==> config.mk <==
export PLATFORM = sky130hd
export DESIGN_NAME = tne_ctrl
export DESIGN_NICKNAME = d
export VERILOG_FILES = /design/src/design/tne_pkg.sv /design/src/design/tne_ctrl.sv
export SDC_FILE = /design/constraint.sdc
export NUM_CORES = 1
export LEC_CHECK = 0
export ABC_AREA = 1
export BUFFER_PORTS_ARGS = -buffer_cell sky130_fd_sc_hd__clkbuf_2
export CORE_AREA = 2 2 39 41
export CTS_CLUSTER_SIZE = 25
export DETAILED_ROUTE_END_ITERATION = 6
export DIE_AREA = 0 0 41 43
export PLACE_DENSITY_LB_ADDON = 0.05
export SLEW_MARGIN = 20
export SYNTH_ARGS = -nofsm -noshare
export SYNTH_HDL_FRONTEND = slang
export SYNTH_SLANG_ARGS = --single-unit
==> constraint.sdc <==
create_clock -name clock -period 1.4 [get_ports clock]
set_input_delay 0.28 -clock clock [delete_from_list [all_inputs] [get_ports clock]]
set_output_delay 0.28 -clock clock [all_outputs]
set_load 0.02 [all_outputs]
==> src/design/tne_pkg.sv <==
// Package for the triangle normal engine: controller states and the command/status
// structs that join the controller to the datapath. No dependencies.
`default_nettype none
package tne_pkg;

   typedef enum logic [3:0] {
      ST_IDLE,
      ST_RD_A,
      ST_RD_B,
      ST_RD_C,
      ST_EDGE,
      ST_CROSS,
      ST_NORM,
      ST_SQRT,
      ST_DIV,
      ST_OUT
   } state_type;

   localparam logic [1:0] STATUS_OK     = 2'd0;
   localparam logic [1:0] STATUS_FULL   = 2'd1;
   localparam logic [1:0] STATUS_UNWRIT = 2'd2;
   localparam logic [1:0] STATUS_ZERO   = 2'd3;

   typedef struct packed {
      logic       take;      // latch the request fields
      logic       vtx_write; // store the vertex at vertex_count
      logic [1:0] rd_sel;    // 0 a, 1 b, 2 c: capture read data of that corner
      logic       rd_issue;  // present the corner address to the store
      logic       edge_go;
      logic       cross_go;
      logic       norm_step;
      logic       sqrt_init;
      logic       sqrt_step;
      logic       div_init;
      logic       div_step;
      logic       rsp_load;
      logic [1:0] rsp_status;
      logic       rsp_kind;
      logic       rsp_normals;
      logic       tri_count;
   } cmd_type;

   typedef struct packed {
      logic op;
      logic full;
      logic unwritten;
      logic zero;
      logic norm_done;
      logic sqrt_done;
      logic div_done;
      logic rsp_busy;
   } stat_type;

endpackage
`default_nettype wire

==> src/design/tne_ctrl.sv <==
// Controller state machine for the triangle normal engine.
// Depends on tne_pkg.
`default_nettype none
module tne_ctrl
   import tne_pkg::*;
(
   input  wire           clock,
   input  wire           reset,
   input  wire           req_valid,
   output logic          req_stall,
   input  wire stat_type stat,
   output cmd_type       cmd
);

   state_type state_ff, state_in;

   always_ff @(posedge clock) begin
      if (reset) state_ff <= ST_IDLE;
      else       state_ff <= state_in;
   end

   always_comb begin
      state_in  = state_ff;
      cmd       = '0;
      req_stall = 1'b1;
      case (state_ff)
         ST_IDLE: begin
            req_stall = stat.rsp_busy;
            if (req_valid && !stat.rsp_busy) begin
               cmd.take = 1'b1;
               state_in = ST_RD_A;
            end
         end
         ST_RD_A: begin
            if (!stat.op) begin
               cmd.rsp_load   = 1'b1;
               cmd.rsp_kind   = 1'b0;
               cmd.vtx_write  = !stat.full;
               cmd.rsp_status = stat.full ? STATUS_FULL : STATUS_OK;
               state_in       = ST_IDLE;
            end else if (stat.unwritten) begin
               cmd.rsp_load   = 1'b1;
               cmd.rsp_kind   = 1'b1;
               cmd.rsp_status = STATUS_UNWRIT;
               state_in       = ST_IDLE;
            end else begin
               cmd.rd_issue = 1'b1;
               cmd.rd_sel   = 2'd0;
               state_in     = ST_RD_B;
            end
         end
         ST_RD_B: begin
            cmd.rd_issue = 1'b1;
            cmd.rd_sel   = 2'd1;
            state_in     = ST_RD_C;
         end
         ST_RD_C: begin
            cmd.rd_issue = 1'b1;
            cmd.rd_sel   = 2'd2;
            state_in     = ST_EDGE;
         end
         ST_EDGE: begin
            cmd.edge_go = 1'b1;
            state_in    = ST_CROSS;
         end
         ST_CROSS: begin
            cmd.cross_go = 1'b1;
            state_in     = ST_NORM;
         end
         ST_NORM: begin
            if (stat.zero) begin
               cmd.rsp_load   = 1'b1;
               cmd.rsp_kind   = 1'b1;
               cmd.rsp_status = STATUS_ZERO;
               cmd.tri_count  = 1'b1;
               state_in       = ST_IDLE;
            end else if (stat.norm_done) begin
               cmd.sqrt_init = 1'b1;
               state_in      = ST_SQRT;
            end else begin
               cmd.norm_step = 1'b1;
            end
         end
         ST_SQRT: begin
            if (stat.sqrt_done) begin
               cmd.div_init = 1'b1;
               state_in     = ST_DIV;
            end else begin
               cmd.sqrt_step = 1'b1;
            end
         end
         ST_DIV: begin
            if (stat.div_done) state_in = ST_OUT;
            else               cmd.div_step = 1'b1;
         end
         ST_OUT: begin
            cmd.rsp_load    = 1'b1;
            cmd.rsp_kind    = 1'b1;
            cmd.rsp_status  = STATUS_OK;
            cmd.rsp_normals = 1'b1;
            cmd.tri_count   = 1'b1;
            state_in        = ST_IDLE;
         end
         default: state_in = ST_IDLE;
      endcase
   end

endmodule
`default_nettype wire

### Yosys cells after proc, flatten, opt, wreduce, memory -nomap -nowiden

Cells that the tools add are included.

| word-level totals | value |
|---|---|
| flip-flop bits (word level) | 4 |
| input port bits | 11 |
| output and inout port bits | 19 |

| cells by class | value |
|---|---|
| equality and inequality tests | 13 |
| muxes and demuxes | 35 |
| reduce and logical (&&, ||, !) cells | 5 |

Operator list:

| cell | number |
|---|---|
| 4-bit two-way mux | 9 |
| 4-bit one-hot mux with 9 select lines | 1 |
| 1-bit two-way mux | 18 |
| 4-bit by 3-bit equality test with 1-bit output (second input constant) | 4 |
| 4-bit one-hot mux with 3 select lines | 1 |
| 3-bit one-hot mux with 3 select lines | 1 |
| 4-bit by 2-bit equality test with 1-bit output (second input constant) | 2 |
| 4-bit equality test (second input constant) | 2 |
| 2-bit two-way mux | 4 |
| 2-bit != test (second input constant) | 3 |
| 4-bit by 1-bit equality test with 1-bit output (second input constant) | 1 |
| 4-bit zero test | 1 |
| 4-bit AND reduction | 1 |
| 3-bit != test (second input constant) | 1 |
| 1-bit zero test | 2 |
| 1-bit one-hot mux with 2 select lines | 1 |
| 1-bit logical AND | 1 |

### Depth between registers and ports, before layout

| depth | value |
|---|---|
| word-level depth | 4 |
| mapped depth | 9 |
| depth with buffers taken out | 9 |

### Worst setup path before layout

No wires, ideal clock.

| path | value |
|---|---|
| kind | flip-flop to output port |
| start point | register state_ff[1] |
| end point | output port cmd[5] in the netlist's numbering |
| arrival | 1217 ps |
| data required time | 1120 ps |
| setup slack | -97 ps |
| cell stages (with the launch flop) | 7 |
| path buffers | 0 |
| path through | dfxtp_1 inv_1 nor2_2 nand3_1 nand2_1 inv_1 o21ai_0 |

RTL lines:

| item | RTL line | RTL |
|---|---|---|
| from (decl) | tne_ctrl.sv:15 | `state_type state_ff, state_in;` |
| from (signal assigned) | tne_ctrl.sv:19 | `else state_ff <= state_in;` |
| to (decl) | tne_ctrl.sv:12 | `output cmd_type cmd` |

==> reports/metrics.yaml <==
relSlewSlack: 0.783
grt_pass1_wl_um: 2180
core.rowCount: 14
post-synth-top-count-cell: "nand2_1"
cts_hold_buffers: 0
initial_core_util: 0.337
wl_per_cell_um: 10.3
seq_area_um2: 87.6
fin_ws_ps: -106
numCtsBuffers: 3
yosysTopAreaCell: "nand2_1"
first_pass_iters: 4
fin_skew_ps: 5.03
diodes: 0
cpPeakStageDelay_ps: 340
status: "finished, violations left"
layout.cell_area.non_filler_um2: 995
grt_pass1_vias: 570
die_area_um2: 1760
ys_async_sr_fraction: 0
hpwl_um: 1060
finalCriticalPeriod_ps: 1510
post-synth-top-area-fraction: 0.201
die_h_um: 43
cts.sinks: 4
h-tree-depth: 1
postRouteAntennaNets: 0
drv_slew: 0
ys.warnings.count: 0
ys_seq_elements: 4
irDropWorstVdd_mv: 1.23
dieWidth_um: 41
area_delta_synth_final_pct: 113
p_leak_nw: 0.596
post_dp_cell_area_um2: 687
num_vias: 668
drc_errors: 0
antenna_found_initial: 0
powerDensity_nw_per_um2: 1790
overflow: 0
cts_tree: "built"
fmax_mhz: 664
synth_area_leaders: "nand2_1 (20%), dfxtp_1 (17%), inv_1 (17%)"
reg.largest.list: "state_ff (4)"
synthFlopType: "dfxtp_1"
cts.clk_slew.worst_paths_ps: 40
arrival_ps: 1230
crit_fanout: 4
vias_per_cell: 4.51
synth_cells: 87
worst_slew_pin_slew_ps: 326
syn_avg_cell_area_um2: 5.36
rsz0062_at_grt: "true"
r2r_slack_ps: 60
track_usage: 0.185
regMostFlops: "state_ff"
maxCapViolCount: 0
layout-drive-gt1-share: 0.682
min_path_type: "in2reg"
hold_viol_final: 0
failed_checks: "setup timing"
layout.nets: 145
crit_slowest_cell: "dfxtp_2"
core_um2: 1380
io_buffer_count: 29
ys_top_cells_by_count: "nand2_1 (25), inv_1 (21), nor2_1 (9)"
clk_path_buf_depth: 2
largest_reg_flops: 4
final_util: 0.719
dr.first_iter.drc_count: 8
routed_wirelength_um: 1530
n_fill_cell: 109
fin_crit_sh: 1.08
synth_cell_types: 16
gp_congestion: 0.793
grt_max_degree: 7
endpoint_kind: "primary output"
synthesis.area_um2: 467
path_class: "reg2out"
pin_count: 30
worst_ep_required_time_ps: 1120
clk_latency_ps: 230
root_buffer: "clkbuf_4"
startpoint_type: "flop"
multi_input_area_um2: 405
path_cells: "inv_2 -> nor2_4 -> nand3_2 -> buf_4 -> nand2_1 -> clkbuf_8"
syn_nets: 98
synth_edf_count: 0
finalSetupViolations: 17
synth-seq-area-share: 0.172
[path summary, 6_finish.rpt]
check / start / cells past startpoint / end
worst max register to register: state_ff[1]$_SDFFE_PP0P_ / 9 / state_ff[2]$_SDFFE_PP0P_
worst min-delay path: reset / 2 / state_ff[0]$_SDFFE_PP0P_
worst max-delay path: state_ff[2]$_SDFFE_PP0P_ / 6 / cmd[3]
worst min register to register: state_ff[1]$_SDFFE_PP0P_ / 3 / state_ff[3]$_SDFFE_PP0P_
[kinds of logic after synthesis]
family          Yosys count  share of synthesized area
flops                     4                      0.172
simple gates             56                      0.598
buf+inv                  22                      0.177
compound gates            5                     0.0536
[report_power, final]
group          total, mW  switching [mW]  internal (mW)
logic               1.41           0.782          0.624
registers          0.237          0.0613          0.175
clock network      0.141          0.0456         0.0958
total               1.78           0.888          0.896
[cell type report]
cell class,count,area share
Inverter,22,0.0830
Clock buffer,3,0.0226
Multi-Input combinational cell,61,0.408
Sequential cell,4,0.0881
Tap cell,16,0.0201
Timing Repair Buffer,42,0.379
[cells in the final DEF, fill, tap and decap left out]
cell	instances
nand3b_4	1
nor2_2	3
nand3_2	2
clkbuf_4	3
inv_2	13
nor2_1	7
inv_1	9
clkbuf_8	11
nor4_2	1
o21ai_0	2
nand3_4	3
nor3_2	1
nand3_1	5
nand2_1	17
clkbuf_2	12
dfxtp_2	3
nand2_2	10
buf_4	14
dfxtp_4	1
nor2_4	5
buf_8	1
a21oi_1	2
buf_6	4
and2_4	1
o21ai_2	1
[worst max-delay path, delay by kind of cell (launching register included)]
family / cells / cell delay [ps]
simple gates: 3 / 300
buf+inv: 3 / 350
flops: 1 / 340
[per-stage QoR]
step           hold slack [ps]  setup TNS (ps)  worst slack [ps]  power [mW]  instances
6_report                   230           -1070              -106        1.78        148
5_1_grt                    233           -2510              -203        1.91        148
4_1_cts                    222           -1460              -141        1.74        147
3_5_place_dp               486               0              25.6        1.23        137
3_3_place_gp               481               0              36.8        1.23        137
2_1_floorplan              349           -1.84             -1.84       0.916         87
[timing repair]
item	4_1_cts	5_1_grt
endpoints found under the setup margin	19	22
pin swaps	8	6
cloned	0	0
gates resized for setup	57	16
buffers inserted	7	1
[routing by layer]
| layer | wire length (um) | GRT usage |
|---|---|---|
| met3 | 57 | 0.0157 |
| met2 | 901 | 0.334 |
| met1 | 561 | 0.191 |
| met4 | 8 | 0.100 |
| met5 | 0 | 0 |
(Power assumes the default switching activity.)
